File: config.mk
export PLATFORM = sky130hd
export DESIGN_NAME = pfs_div
export DESIGN_NICKNAME = d
export VERILOG_FILES = /design/src/hdl/potential_field_steering_macros.svh /design/src/hdl/pfs_pkg.sv /design/src/hdl/pfs_div.sv
export SDC_FILE = /design/constraint.sdc
export NUM_CORES = 1
export LEC_CHECK = 0
export CELL_PAD_IN_SITES_DETAIL_PLACEMENT = 1
export CELL_PAD_IN_SITES_GLOBAL_PLACEMENT = 2
export CORE_ASPECT_RATIO = 1.75
export CORE_MARGIN = 2
export CORE_UTILIZATION = 40
export CTS_BUF_LIST = sky130_fd_sc_hd__clkbuf_16
export DETAILED_ROUTE_END_ITERATION = 10
export DONT_BUFFER_PORTS = 1
export PLACE_DENSITY_LB_ADDON = 0.25
export SLEW_MARGIN = 30
export SYNTH_ARGS = -nofsm -noshare
export SYNTH_HDL_FRONTEND = slang
export SYNTH_SLANG_ARGS = --single-unit
File: constraint.sdc
create_clock -name clk_i -period 7 [get_ports clk_i]
set_input_delay 1.4 -clock clk_i [delete_from_list [all_inputs] [get_ports clk_i]]
set_output_delay 1.4 -clock clk_i [all_outputs]
set_load 0.05 [all_outputs]
File: src/hdl/potential_field_steering_macros.svh
// ----------------------------------------------------------------------------
// Potential field steering assertion macros
// Concurrent assertion wrappers; empty when SYNTHESIS is defined.
// ----------------------------------------------------------------------------
`ifndef POTENTIAL_FIELD_STEERING_MACROS_SVH
`define POTENTIAL_FIELD_STEERING_MACROS_SVH
`ifndef SYNTHESIS
`define PFS_ASSERT(label, prop, msg) \
  label: assert property (@(posedge clk_i) disable iff (!rst_ni) prop) else $error(msg);
`define PFS_ASSERT_NEXT(label, trig, prop, msg) \
  label: assert property (@(posedge clk_i) disable iff (!rst_ni) trig |=> prop) \
    else $error(msg);
`else
`define PFS_ASSERT(label, prop, msg)
`define PFS_ASSERT_NEXT(label, trig, prop, msg)
`endif
`endif

File: src/hdl/pfs_pkg.sv
// ----------------------------------------------------------------------------
// Potential field steering package
// Payload types, sequencer states, register indexes and arithmetic helpers.
// ----------------------------------------------------------------------------
package pfs_pkg;

  typedef struct packed {
    logic               func;
    logic signed [23:0] pose_x;
    logic signed [23:0] pose_y;
    logic signed [15:0] pose_yaw;
    logic        [15:0] range_value;
    logic               last_sample;
  } pfs_in_t;

  typedef struct packed {
    logic signed [31:0] force_x;
    logic signed [31:0] force_y;
    logic signed [31:0] turn_rate;
    logic        [23:0] goal_distance;
    logic               drive_enable;
  } pfs_out_t;

  typedef enum logic [4:0] {
    ST_IDLE,
    ST_DSQ,
    ST_DR,
    ST_NUM,
    ST_DEN,
    ST_BRG,
    ST_ANGLE,
    ST_RUN,
    ST_PX_HI,
    ST_PX_LO,
    ST_PY_HI,
    ST_PY_LO,
    ST_PSUM,
    ST_INDEX,
    ST_SCALE,
    ST_FX_ATT,
    ST_FX_HI,
    ST_FX_LO,
    ST_FY_ATT,
    ST_FY_HI,
    ST_FY_LO,
    ST_DX2,
    ST_DY2,
    ST_SOLVE_GO,
    ST_SOLVE,
    ST_TURN,
    ST_TURN_SAT,
    ST_OUT
  } pfs_state_e;

  typedef enum logic {
    COR_ROTATE,
    COR_VECTOR
  } cor_mode_e;

  localparam int CFG_ADDR_W = 4;
  localparam int CFG_DATA_W = 24;

  localparam logic [CFG_ADDR_W-1:0] REG_GOAL_X     = 4'd0;
  localparam logic [CFG_ADDR_W-1:0] REG_GOAL_Y     = 4'd1;
  localparam logic [CFG_ADDR_W-1:0] REG_SCAN_START = 4'd2;
  localparam logic [CFG_ADDR_W-1:0] REG_SCAN_STEP  = 4'd3;
  localparam logic [CFG_ADDR_W-1:0] REG_RADIUS     = 4'd4;
  localparam logic [CFG_ADDR_W-1:0] REG_ATT_GAIN   = 4'd5;
  localparam logic [CFG_ADDR_W-1:0] REG_REP_GAIN   = 4'd6;
  localparam logic [CFG_ADDR_W-1:0] REG_HEAD_GAIN  = 4'd7;

  localparam int MUL_W    = 33;
  localparam int DIV_QW   = 39;
  localparam int CORDIC_STEPS = 24;
  localparam int CORDIC_W = 50;
  localparam int SQRT_W   = 50;
  localparam int ROOT_W   = 25;

  localparam logic signed [CORDIC_W-1:0] CORDIC_GAIN = 50'sd652032874;
  localparam logic [DIV_QW-1:0] TERM_MAX = '1;
  localparam logic [SQRT_W-1:0] DRIVE_DSQ_MIN = 50'd41943;

  localparam logic signed [63:0] SUM_HI = 64'sd549755813887;
  localparam logic signed [63:0] SUM_LO = -64'sd549755813888;
  localparam logic signed [63:0] S32_HI = 64'sd2147483647;
  localparam logic signed [63:0] S32_LO = -64'sd2147483648;

  function automatic logic [31:0] atan_step(input logic [4:0] idx);
    logic [31:0] r;
    case (idx)
      5'd0:  r = 32'd536870912;
      5'd1:  r = 32'd316933406;
      5'd2:  r = 32'd167458907;
      5'd3:  r = 32'd85004756;
      5'd4:  r = 32'd42667331;
      5'd5:  r = 32'd21354465;
      5'd6:  r = 32'd10679838;
      5'd7:  r = 32'd5340245;
      5'd8:  r = 32'd2670163;
      5'd9:  r = 32'd1335087;
      5'd10: r = 32'd667544;
      5'd11: r = 32'd333772;
      5'd12: r = 32'd166886;
      5'd13: r = 32'd83443;
      5'd14: r = 32'd41722;
      5'd15: r = 32'd20861;
      5'd16: r = 32'd10430;
      5'd17: r = 32'd5215;
      5'd18: r = 32'd2608;
      5'd19: r = 32'd1304;
      5'd20: r = 32'd652;
      5'd21: r = 32'd326;
      5'd22: r = 32'd163;
      5'd23: r = 32'd81;
      default: r = 32'd0;
    endcase
    return r;
  endfunction

  function automatic logic signed [39:0] sat_sum(input logic signed [63:0] v);
    logic signed [39:0] r;
    if (v > SUM_HI) begin
      r = SUM_HI[39:0];
    end else if (v < SUM_LO) begin
      r = SUM_LO[39:0];
    end else begin
      r = v[39:0];
    end
    return r;
  endfunction

  function automatic logic signed [31:0] sat32(input logic signed [63:0] v);
    logic signed [31:0] r;
    if (v > S32_HI) begin
      r = S32_HI[31:0];
    end else if (v < S32_LO) begin
      r = S32_LO[31:0];
    end else begin
      r = v[31:0];
    end
    return r;
  endfunction

endpackage

File: src/hdl/pfs_div.sv
// ----------------------------------------------------------------------------
// Restoring divider
// One quotient bit per cycle; flags quotients that do not fit DIV_QW bits.
// ----------------------------------------------------------------------------
module pfs_div import pfs_pkg::*; (
  input  logic              clk_i,
  input  logic              rst_ni,
  input  logic              start_i,
  input  logic [63:0]       num_i,
  input  logic [63:0]       den_i,
  output logic              busy_o,
  output logic [DIV_QW-1:0] quo_o,
  output logic              ovf_o
);

  logic              busy_q;
  logic [5:0]        cnt_q;
  logic [63:0]       rem_q;
  logic [63:0]       den_q;
  logic [DIV_QW-1:0] num_q;
  logic [DIV_QW-1:0] quo_q;
  logic              ovf_q;
  logic [64:0]       trial;
  logic [64:0]       diff;
  logic              fits;
  logic [63:0]       rem_init;

  assign rem_init = {{DIV_QW{1'b0}}, num_i[63:DIV_QW]};
  assign trial    = {rem_q, num_q[DIV_QW-1]};
  assign diff     = trial - {1'b0, den_q};
  assign fits     = trial >= {1'b0, den_q};

  always_ff @(posedge clk_i or negedge rst_ni) begin
    if (!rst_ni) begin
      busy_q <= 1'b0;
      cnt_q  <= '0;
    end else if (start_i) begin
      busy_q <= 1'b1;
      cnt_q  <= '0;
    end else if (busy_q) begin
      cnt_q <= cnt_q + 6'd1;
      if (cnt_q == 6'(DIV_QW - 1)) begin
        busy_q <= 1'b0;
      end
    end
  end

  always_ff @(posedge clk_i) begin
    if (start_i) begin
      rem_q <= rem_init;
      num_q <= num_i[DIV_QW-1:0];
      den_q <= den_i;
      ovf_q <= rem_init >= den_i;
    end else if (busy_q) begin
      rem_q <= fits ? diff[63:0] : trial[63:0];
      quo_q <= {quo_q[DIV_QW-2:0], fits};
      num_q <= {num_q[DIV_QW-2:0], 1'b0};
    end
  end

  assign busy_o = busy_q;
  assign quo_o  = quo_q;
  assign ovf_o  = ovf_q;

endmodule

# Yosys cells after proc, flatten, opt, wreduce, memory -nomap -nowiden
# Cells that the tools add are included.
# word_totals
ff_bits,214
latch_bits,0
mem_bits_rw,0
rom_bits,0
out_inout_bits,41
elab_cells,26
mem_count,0
# classes
addsub,2
mul,0
div,0
magnitude_cmp,2
eq_ne,1
shifts,0
muxes,10
bitwise,1
n_reduce_logical,2
# op_table
cell,n
$mux W39,2
$ge A65 B64 Y1,1
$ge A25 B64 Y1,1
$mux W64,1
$sub A64 B64 Y64,1
$mux W25,2
$mux W6,2
$add A6 B1 Y6 const B,1
$eq A6 B6 Y1 const B,1
$mux W1,3
$reduce_and A2 Y1,1
$reduce_bool A2 Y1,1
$not A1 Y1,1

# Logic depth before layout (Yosys ltp)
# Gate-level depths: netlist of run 1.
# logic_depth
depth_word,4
depth_mapped,15

# Least setup slack after synthesis of run 1
# No wires, ideal clock.
# synth_path
path_type,input port to flip-flop
startpoint,input start_i
endpoint,register rem_q[58]
setup_ps,79
arrival_ps,3574
setup_slack_ps,3347
path_stages,6
path_buffers,2
cell_sequence,clkbuf_1 > nand2b_1 > inv_1 > clkbuf_1 > o211ai_1 > a32oi_1
# synth_rtl
element,line_no,text
from (decl),pfs_div.sv:8,"input logic start_i,"
to (signal assigned),pfs_div.sv:50,rem_q <= rem_init;
to (signal assigned),pfs_div.sv:55,rem_q <= fits ? diff[63:0] : trial[63:0];
to (decl),pfs_div.sv:18,logic [63:0] rem_q;

# Final worst setup path of run 1
# layout_path
startpoint,register den_q[34]
endpoint,register rem_q[12] (data pin)
# layout_via
elab_chain_cells,4
# layout_rtl
element,line_no,text
from (decl),pfs_div.sv:19,logic [63:0] den_q;
from (signal assigned),pfs_div.sv:52,den_q <= den_i;
$ge A65 B64 Y1,pfs_div.sv:31,"assign fits = trial >= {1'b0, den_q};"
$mux W64,pfs_div.sv:55,
$mux W25,pfs_div.sv:54,end else if (busy_q) begin
$mux W25,pfs_div.sv:49,if (start_i) begin
# Every way passes these cells. The select of a mux whose other input is x is not followed.
# A chain may end at the register's enable or synchronous reset.

==> results of run 1 <==
[sequential cells by signal (all words and copies together) (netlist names)]
name and count:
quo_o 39, busy_o 1, cnt_q 6, rem_q 64
ovf_o 1, num_q 39, den_q 64
[synth_stat cells (all sizes together) (5+ instances only)]
| library cell | n |
|---|---|
| xnor2 | 30 |
| and2 | 6 |
| nor4 | 11 |
| nand2b | 12 |
| nor2b | 6 |
| mux2 | 61 |
| a211oi | 30 |
| a21oi | 92 |
| o21bai | 17 |
| nand3 | 17 |
| edfxtp | 168 |
| a31oi | 7 |
| dfrtp | 7 |
| a22o | 6 |
| or3 | 9 |
| o2111ai | 5 |
| ha | 91 |
| a21o | 51 |
| nor2 | 80 |
| mux2i | 10 |
| clkbuf | 42 |
| nand4 | 32 |
| a311oi | 8 |
| and3 | 14 |
| nand2 | 92 |
| inv | 109 |
| o211ai | 7 |
| nor3 | 11 |
| dfxtp | 39 |
| a32oi | 5 |
| o31ai | 6 |
| buf | 18 |
| o21a | 5 |
| a211o | 5 |
| xor2 | 29 |
| o21ai | 70 |
[critical path, cell delays in order (launching register included)]
cell,delay (ns)
edfxtp_1,0.36
inv_1,0.13
ha_1,0.33
a21oi_1,0.20
o21ai_1,0.11
a221o_1,0.33
a22o_1,0.29
o41ai_2,0.43
o31ai_4,0.18
a41oi_4,0.26
buf_4,0.54
buf_4,0.47
o21ai_0,0.17
mux2_2,0.28
[power by group]
group          switching, mW  internal (mW)
clock                  0.529          0.638
sequential             0.213           1.65
combinational           1.54          0.991
total                   2.28           3.28
[path summary, 6_finish.rpt]
path / from / endpoint / slack, ns / cells after the start
max: den_q[34] / rem_q[12] / 2.65 / 13
min: rem_q[45] / rem_q[45] / 0.49 / 2
max reg2reg: den_q[34] / rem_q[12] / 2.65 / 13
min reg2reg: rem_q[45] / rem_q[45] / 0.49 / 2
max in group asynchronous: rst_ni / busy_o / 6.38 / 0
min in group asynchronous: rst_ni / cnt_q[1] / 0.54 / 0
[per-stage QoR]
stage	hold WS [ns]	worst slack, ns	instances
floorplan	0.443	3.35	1250
global placement	0.473	2.70	1595
detailed placement	0.485	2.56	1595
CTS	0.496	2.54	1637
global route	0.525	2.36	1639
finish	0.492	2.65	1640
[cell type report]
class                      instances  area (um2)
multi-input combinational        866        6230
antenna                            3        7.51
clock inverter                    19         124
sequential                       214        6000
timing repair buffer               5        37.5
tap                              400         500
fill                            3604       18100
clock buffer                      23         576
inverter                         110         415
[routing by layer]
metal,up-vias,GRT usage (%)
met5,-,0
met2,194,42.4
met4,0,10.7
met3,77,3.86
met1,4541,20.4
li1,4550,-
[kinds of logic after synthesis]
family / synth area share (%)
AOI/OAI and AO/OA: 17.6
xor gates and xnor gates: 4.00
adders and majority gates: 8.98
buffers and inverters: 5.24
DFF: 46.5
muxes: 6.10
and+or+nand+nor: 11.6
==> impl_metrics.env, run 1 <==
export IMPL_outcome="completed"
export IMPL_fin_worst_skew_ns=0.0216
export IMPL_power_total_mw=5.56
export IMPL_finalHoldViolCount=0
export IMPL_required_ns=7.30
export IMPL_wl_met3_mm=1.58
export IMPL_drtIter0Drc=424
export IMPL_top_layer="met4"
export IMPL_crit_path_max_fanout=56
export IMPL_ys_ff_latch=214
export IMPL_grt_pass1_wl_mm=57.0
export IMPL_layout_commonest_cell="edfxtp_1"
export IMPL_finalWeightedCongestion=0.824
export IMPL_slew_violations=0
export IMPL_synth_top_cell_by_area="edfxtp_1"
export IMPL_drcViolationCount=0
export IMPL_holdBufCountCts=0
export IMPL_end_kind="flip-flop"
export IMPL_die_x_um=140
export IMPL_nets=1443
export IMPL_cp_start_kind="flip-flop"
export IMPL_tightest_slew_ns=0.962
export IMPL_fin_crit_ns=4.35
export IMPL_die_h_um=242
export IMPL_cts_setup_buffers=0
export IMPL_syn_inst=1250
export IMPL_numClockSinks=214
export IMPL_holdCritPathClass="flip-flop to flip-flop"
export IMPL_vias=9362
export IMPL_gr_total_overflow=0
export IMPL_root_buffer="clkbuf_16"
export IMPL_totalWireLength_mm=36.2
export IMPL_power_density_nw_per_um2=400
export IMPL_wl_met1_mm=12.4
export IMPL_postPlaceCellArea_um2=13200
export IMPL_initial_utilization_pct=40.3
export IMPL_dp_hpwl_mm=27.7
export IMPL_criticalPathCategory="flip-flop to flip-flop"
export IMPL_synth_cell_types=75
export IMPL_fmax_mhz=230
export IMPL_grt_use_total_pct=21.3
export IMPL_viasPerCell=5.71
export IMPL_max_slew_margin_rel_pct=35.3
export IMPL_yosysWarnings=0
export IMPL_ir_drop_mv=0.233
export IMPL_clk_pin_slew_ns=0.07
export IMPL_async_flop_share_pct=3.27
export IMPL_finalSetupTns_ns=0
export IMPL_numCtsBuffers=23
export IMPL_maxCapViolations=0
export IMPL_cp_arrival_ns=4.64
export IMPL_fin_area_um2=13900
export IMPL_clock_path_buffers=3
export IMPL_grt_max_degree=172
export IMPL_cts_max_level=1
export IMPL_io_buffers=0
export IMPL_avgSynthCellArea_um2=10.3
export IMPL_antenna_found_initial=2
export IMPL_layout_common_cells="edfxtp_1 (168), inv_1 (106), a21oi_1 (92), nand2_1 (91), ha_1 (91)"
export IMPL_drt_first_pass_iters=4
export IMPL_netlist_area_leader_share_pct=39.1
export IMPL_cts_tree="yes"
export IMPL_ys_seq_area_share_pct=46.5
export IMPL_rsz0062_at_grt="no"
export IMPL_core_region_area_um2=32000
export IMPL_synthTopCellsByArea="edfxtp_1 (39%), ha_1 (8.8%), dfxtp_1 (6.0%)"
export IMPL_synth_edf_count=168
export IMPL_ios=172
export IMPL_grt_pass1_vias=10400
export IMPL_row_count=87
export IMPL_syn_area_um2=12900
export IMPL_area_growth_pct=7.63
export IMPL_finalCritPeriodShare_pct=62.1
export IMPL_final_util_pct=43.4
export IMPL_antenna_left=0
export IMPL_clk_latency_ns=0.55
export IMPL_finalSetupViolCount=0
export IMPL_die_area_um2=33800
export IMPL_synthesis_nets=1473
export IMPL_p_leak_nw=5.86
export IMPL_wl_per_cell_um=22.1
export IMPL_drive_gt1_share_pct=9.38
export IMPL_synth_main_ff_cell="edfxtp_1"
export IMPL_cts_resized=0
export IMPL_dr_wl_met2_mm=20.4
(Power assumes the default switching activity.)
==> run 2: changes to the inputs <==
ABC_AREA = 1   (was not set)
CORE_UTILIZATION = 37   (was 40)
clock period = 4.3 ns   (was 7 ns; I/O delays follow)
==> run 2 against run 1 <==
  * Hold slack worse by 0.090 ns
  * Cell count up 71%
  * First-iteration DRC count up 47%
  * Routed wire length up 62%
  * Critical endpoint is now rem_q[45]
  * Largest cell class unchanged
  * Largest power group is now registers
==> impl_metrics.env, run 2 <==
export IMPL_ys_ff_latch=214
export IMPL_async_flop_share_pct=3.27
export IMPL_synth_top_cell_by_area="edfxtp_1"
export IMPL_power_density_nw_per_um2=327
export IMPL_synth_main_ff_cell="edfxtp_1"
export IMPL_outcome="completed"
export IMPL_wl_per_cell_um=20.9
export IMPL_finalWeightedCongestion=0.937
export IMPL_finalSetupTns_ns=0
export IMPL_crit_family="simple AND/OR/NAND/NOR gates"
export IMPL_clock_path_buffers=3
export IMPL_top_regs="den_q x64, rem_q x64"
export IMPL_fmax_mhz=307
export IMPL_layout_common_cells="nand2_1 (896), inv_1 (441), edfxtp_1 (168), nand3_1 (121), nor2_1 (113)"
export IMPL_tightest_slew_ns=0.969
export IMPL_postPlaceCellArea_um2=16200
export IMPL_synth_edf_count=168
export IMPL_slew_violations=0
export IMPL_vias=13800
export IMPL_area_growth_pct=7.99
export IMPL_netlist_area_leader_share_pct=32.2
export IMPL_synthTopCellsByArea="edfxtp_1 (32%), nand2_1 (21%), inv_1 (10%)"
export IMPL_synthSimpleGateAreaFrac_pct=36.1
export IMPL_viasPerCell=4.91
export IMPL_totalWireLength_mm=58.7
export IMPL_root_buffer="clkbuf_16"
export IMPL_finalSetupViolCount=0
export IMPL_syn_inst=2237
export IMPL_grt_pass1_wl_mm=88.1
export IMPL_synth_cell_types=42
export IMPL_fin_crit_ns=3.26
export IMPL_synthXorXnorAreaFrac_pct=1.73
export IMPL_crit_buf_inv=1
export IMPL_path_cells="ha_1 > nand2_1 > nand2_1 > nand2_1 > nand2_1 > nand2_1 > nand3_4 > nand2_4 > nand2_4 > nand2_4 > nand2_4 > nand2_2 > buf_4 > nand3b_1 > nand3_1 > nand2_1"
export IMPL_ys_seq_area_share_pct=38.3
export IMPL_clk_latency_ns=0.55
export IMPL_drcViolationCount=0
export IMPL_die_x_um=160
export IMPL_finalHoldViolCount=0
export IMPL_fin_worst_skew_ns=0.0132
export IMPL_drt_first_pass_iters=5
export IMPL_antenna_found_initial=1
export IMPL_numClockSinks=214
export IMPL_synth_compound_area_share_pct=3.54
export IMPL_drtIter0Drc=625
export IMPL_finalCritPeriodShare_pct=75.8
export IMPL_numCtsBuffers=23
export IMPL_layout_commonest_cell="nand2_1"
export IMPL_yosysWarnings=0
export IMPL_cts_setup_buffers=0
export IMPL_required_ns=4.74
export IMPL_cts_max_level=1
export IMPL_criticalPathCategory="flip-flop to flip-flop"
export IMPL_drive_gt1_share_pct=5.69
export IMPL_gr_total_overflow=0
export IMPL_cp_arrival_ns=3.70
export IMPL_die_h_um=276
export IMPL_synth_top_family_by_area="simple AND/OR/NAND/NOR gates"
export IMPL_fin_area_um2=16900
export IMPL_end_kind="flip-flop"
export IMPL_nets=2456
export IMPL_max_stage_delay_ns=0.67
export IMPL_ios=172
export IMPL_synth_adder_area_share_pct=7.39
export IMPL_synth_area_mux_share_pct=0
export IMPL_yosysMostFrequentCell="nand2_1"
export IMPL_synth_common_cells="nand2_1 (896), inv_1 (437), edfxtp_1 (168), nand3_1 (121), nor2_1 (115)"
export IMPL_grt_max_degree=136
export IMPL_cts_tree="yes"
export IMPL_maxCapViolations=0
export IMPL_initial_utilization_pct=37.5
export IMPL_antenna_left=0
export IMPL_grt_pass1_vias=15000
export IMPL_rsz0062_at_grt="no"
export IMPL_die_area_um2=44100
export IMPL_avgSynthCellArea_um2=7.01
export IMPL_cts_resized=0
export IMPL_cp_start_kind="flip-flop"
export IMPL_clk_pin_slew_ns=0.06
export IMPL_holdCritPathClass="input port to flip-flop"
export IMPL_dp_hpwl_mm=48.4
export IMPL_syn_area_um2=15700
export IMPL_core_region_area_um2=41700
export IMPL_max_slew_margin_rel_pct=35.4
export IMPL_ir_drop_mv=0.294
export IMPL_crit_path_max_fanout=64
export IMPL_crit_slowest_cell="buf_4"
export IMPL_p_leak_nw=9.02
export IMPL_grt_use_total_pct=26.5
export IMPL_synthesis_nets=2460
export IMPL_io_buffers=0
export IMPL_cpMostUsedCell="nand2_1"
export IMPL_row_count=99
[run 2: per-layer routing]
layer / share of wire [%] / routed length [um] / vias to the layer above / GRT usage [%]
li1: - / - / 6904 / -
met2: 57 / 33300 / 231 / 54.1
met5: 0 / 0 / - / 0
met4: 6.8 / 3970 / 0 / 15.6
met3: 2.9 / 1720 / 104 / 3.05
met1: 33 / 19600 / 6541 / 24.4
[run 2: cells by family (layout without fill, tap and decap cells)]
group	count (synthesis)	after routing
other cells	0	1
compound gates	102	102
flops	214	214
simple gates	1300	1300
xor+xnor	31	31
fa+ha+maj	92	92
buf+inv	498	510
[run 2: power by group]
part	switching [mW]	internal, mW
Combinational	0.736	0.339
Sequential	0.126	2.38
Clock	0.859	1.09
[run 2: cell type report]
class / instances / area [um2]
flip-flops and latches: 214 / 6000
diodes: 1 / 2.50
clock buffers: 23 / 576
repair buffers: 15 / 140
well taps: 555 / 694
clock inverters: 18 / 134
inverters: 454 / 1700
fillers: 5427 / 24800
multi-input cells: 1525 / 7670
[run 2: repair_timing]
action	CTS	global route
hold endpoints to repair	7	0
endpoints found under the setup margin	0	0
hold buffers	1	0
[run 2: final timing paths]
kind	start	end	slack, ns	cells past startpoint
min in group asynchronous	rst_ni	cnt_q[5]	0.65	1
max in group asynchronous	rst_ni	cnt_q[1]	3.40	1
worst min-delay path	den_i[15]	den_q[15]	0.40	0
worst max-delay path	rem_q[1]	rem_q[45]	1.04	16
worst max register to register	rem_q[1]	rem_q[45]	1.04	16
worst min register to register	rem_q[34]	rem_q[34]	0.47	2
[run 2: metrics by stage]
step / std cells / total power [mW] / hold WS [ns] / util [%] / setup slack [ns]
6_report: 2805 / 5.53 / 0.402 / 40.5 / 1.04
5_1_grt: 2805 / 5.82 / 0.382 / 40.5 / 0.877
4_1_cts: 2804 / 5.62 / 0.378 / 40.5 / 1.01
3_5_place_dp: 2762 / 3.64 / 0.462 / 38.8 / 1.02
3_3_place_gp: 2761 / 3.62 / 0.455 / 38.8 / 0.305
2_1_floorplan: 2237 / 3.28 / 0.444 / - / 1.21
==> run 3: changes to the inputs <==
clock period = 3.1 ns   (was 4.3 ns; I/O delays follow)
==> run 3 against run 2 <==
  * Sequential share of layout area decreased by 0.60 points
  * Critical path depth is 3 lower
  * Die area unchanged
  * Fmax increased by 17%
  * Cell count is 1.0% higher
  * Non-clock buffer count grew 28
  * Sequential power grew 39%
  * Count of clock-buffer cells in the layout did not move
  * Design area rose by 1.7%
  * Clock skew grew 0.00060 ns
  * Combinational power up 43%
  * First-iteration DRC count fell by 17%
  * Largest cell class unchanged
==> impl_metrics.env, run 3 (synthesis results as in run 2) <==
export IMPL_clock_path_buffers=3
export IMPL_fmax_mhz=360
export IMPL_drt_first_pass_iters=5
export IMPL_viasPerCell=4.98
export IMPL_vias=14100
export IMPL_io_buffers=0
export IMPL_path_cells="inv_1 > ha_1 > nand2_1 > inv_1 > a21oi_1 > nand2_1 > a21oi_2 > nor2_2 > nor2_4 > buf_4 > nand3_1 > nand3_1 > o21ai_1"
export IMPL_wl_met3_mm=1.95
export IMPL_power_total_mw=7.74
export IMPL_rsz0062_at_grt="no"
export IMPL_antenna_cells=0
export IMPL_slew_violations=0
export IMPL_final_util_pct=41.2
export IMPL_nets=2484
export IMPL_clk_latency_ns=0.56
export IMPL_dp_cells=2790
export IMPL_ir_drop_mv=0.410
export IMPL_cts_setup_buffers=0
export IMPL_gr_total_overflow=0
export IMPL_instances_no_fill=2833
export IMPL_p_leak_nw=9.20
export IMPL_power_density_nw_per_um2=450
export IMPL_min_path_cells=0
export IMPL_crit_slowest_cell="edfxtp_1"
export IMPL_dr_wl_met2_mm=32.3
export IMPL_finalWeightedCongestion=0.966
export IMPL_numCtsBuffers=23
export IMPL_layout_commonest_cell="nand2_1"
export IMPL_fin_worst_skew_ns=0.0138
export IMPL_holdCritPathClass="input port to flip-flop"
export IMPL_max_stage_delay_ns=0.37
export IMPL_cts_max_level=1
export IMPL_tightest_slew_ns=0.634
export IMPL_n_fill_cell=5395
export IMPL_required_ns=3.39
export IMPL_initial_utilization_pct=37.5
export IMPL_row_count=99
export IMPL_max_slew_margin_rel_pct=57.3
export IMPL_antenna_found_initial=1
export IMPL_wl_per_cell_um=20.2
export IMPL_rr_worst_depth=13
export IMPL_die_h_um=276
export IMPL_grt_pass1_wl_mm=86.8
export IMPL_drcViolationCount=0
export IMPL_layout_common_cells="nand2_1 (896), inv_1 (444), edfxtp_1 (168), nand3_1 (121), nor2_1 (113)"
export IMPL_grt_pass1_vias=15100
export IMPL_cts_tree="yes"
export IMPL_outcome="completed"
export IMPL_numClockSinks=214
export IMPL_finalHoldViolCount=0
export IMPL_die_x_um=160
export IMPL_grt_use_total_pct=25.8
export IMPL_ios=172
export IMPL_maxCapViolations=0
export IMPL_finalSetupViolCount=0
export IMPL_clk_pin_slew_ns=0.07
export IMPL_wl_met1_mm=19.4
export IMPL_die_area_um2=44100
export IMPL_top_regs="den_q x64, rem_q x64"
export IMPL_antenna_left=0
export IMPL_cts_resized=0
export IMPL_core_region_area_um2=41700
export IMPL_crit_path_max_fanout=25
export IMPL_dp_hpwl_mm=47.7
export IMPL_end_kind="flip-flop"
export IMPL_top_layer="met5"
export IMPL_drive_gt1_share_pct=6.76
export IMPL_finalCritPeriodShare_pct=89.6
export IMPL_finalSetupTns_ns=0
export IMPL_drtIter0Drc=519
export IMPL_area_growth_pct=9.86
export IMPL_criticalPathCategory="flip-flop to flip-flop"
export IMPL_cp_start_kind="flip-flop"
export IMPL_holdBufCountCts=1
export IMPL_cp_arrival_ns=3.07
export IMPL_root_buffer="clkbuf_16"
export IMPL_totalWireLength_mm=57.3
export IMPL_fin_crit_ns=2.78
export IMPL_grt_max_degree=136
-- run 3: final timing paths --
kind | startpoint | to | slack (ns)
setup reg to reg | den_q[39] | rem_q[0] | 0.32
hold reg to reg | rem_q[37] | rem_q[37] | 0.47
hold / removal | den_i[21] | den_q[21] | 0.15
setup / recovery | den_q[39] | rem_q[0] | 0.32
max in group asynchronous | rst_ni | cnt_q[4] | 2.45
min in group asynchronous | rst_ni | cnt_q[1] | 0.40
-- run 3: layout make-up --
type,count,area (um2),area share (%)
multi-input combinational,1525,7650,44.5
sequential,214,6000,34.9
inverter,454,1700,9.90
tap,555,694,4.03
clock buffer,23,576,3.34
timing repair buffer,43,450,2.62
clock inverter,19,138,0.799
-- run 3: layer usage --
layer | vias to the layer above | global-route usage [%]
li1 | 6948 | -
met1 | 6740 | 24.3
met2 | 302 | 52.5
met3 | 121 | 2.97
met4 | 2 | 14.3
met5 | - | 0
-- run 3: critical path: cells and delay by family, from the launching register on --
| family | cells | cell delay (ns) |
|---|---|---|
| buffers and inverters | 3 | 0.47 |
| AO/OA/AOI/OAI | 3 | 0.53 |
| AND/OR/NAND/NOR | 6 | 0.83 |
| flip-flops | 1 | 0.37 |
| adder cells (fa/ha/maj) | 1 | 0.28 |
-- run 3: report_power, final --
group	internal [mW]	switching [mW]
registers	3.31	0.178
clock network	1.51	1.22
logic	0.500	1.03
-- run 3: per-stage QoR --
| stage | hold WS, ns | area, um2 | setup WS (ns) |
|---|---|---|---|
| after global placement | 0.325 | 16500 | 0.345 |
| after detailed placement | 0.325 | 16500 | 0.299 |
| after global routing | 0.130 | 17200 | 0.136 |
| after floorplan | 0.324 | 15700 | 0.250 |
| final | 0.151 | 17200 | 0.322 |
| after CTS | 0.127 | 17200 | 0.284 |
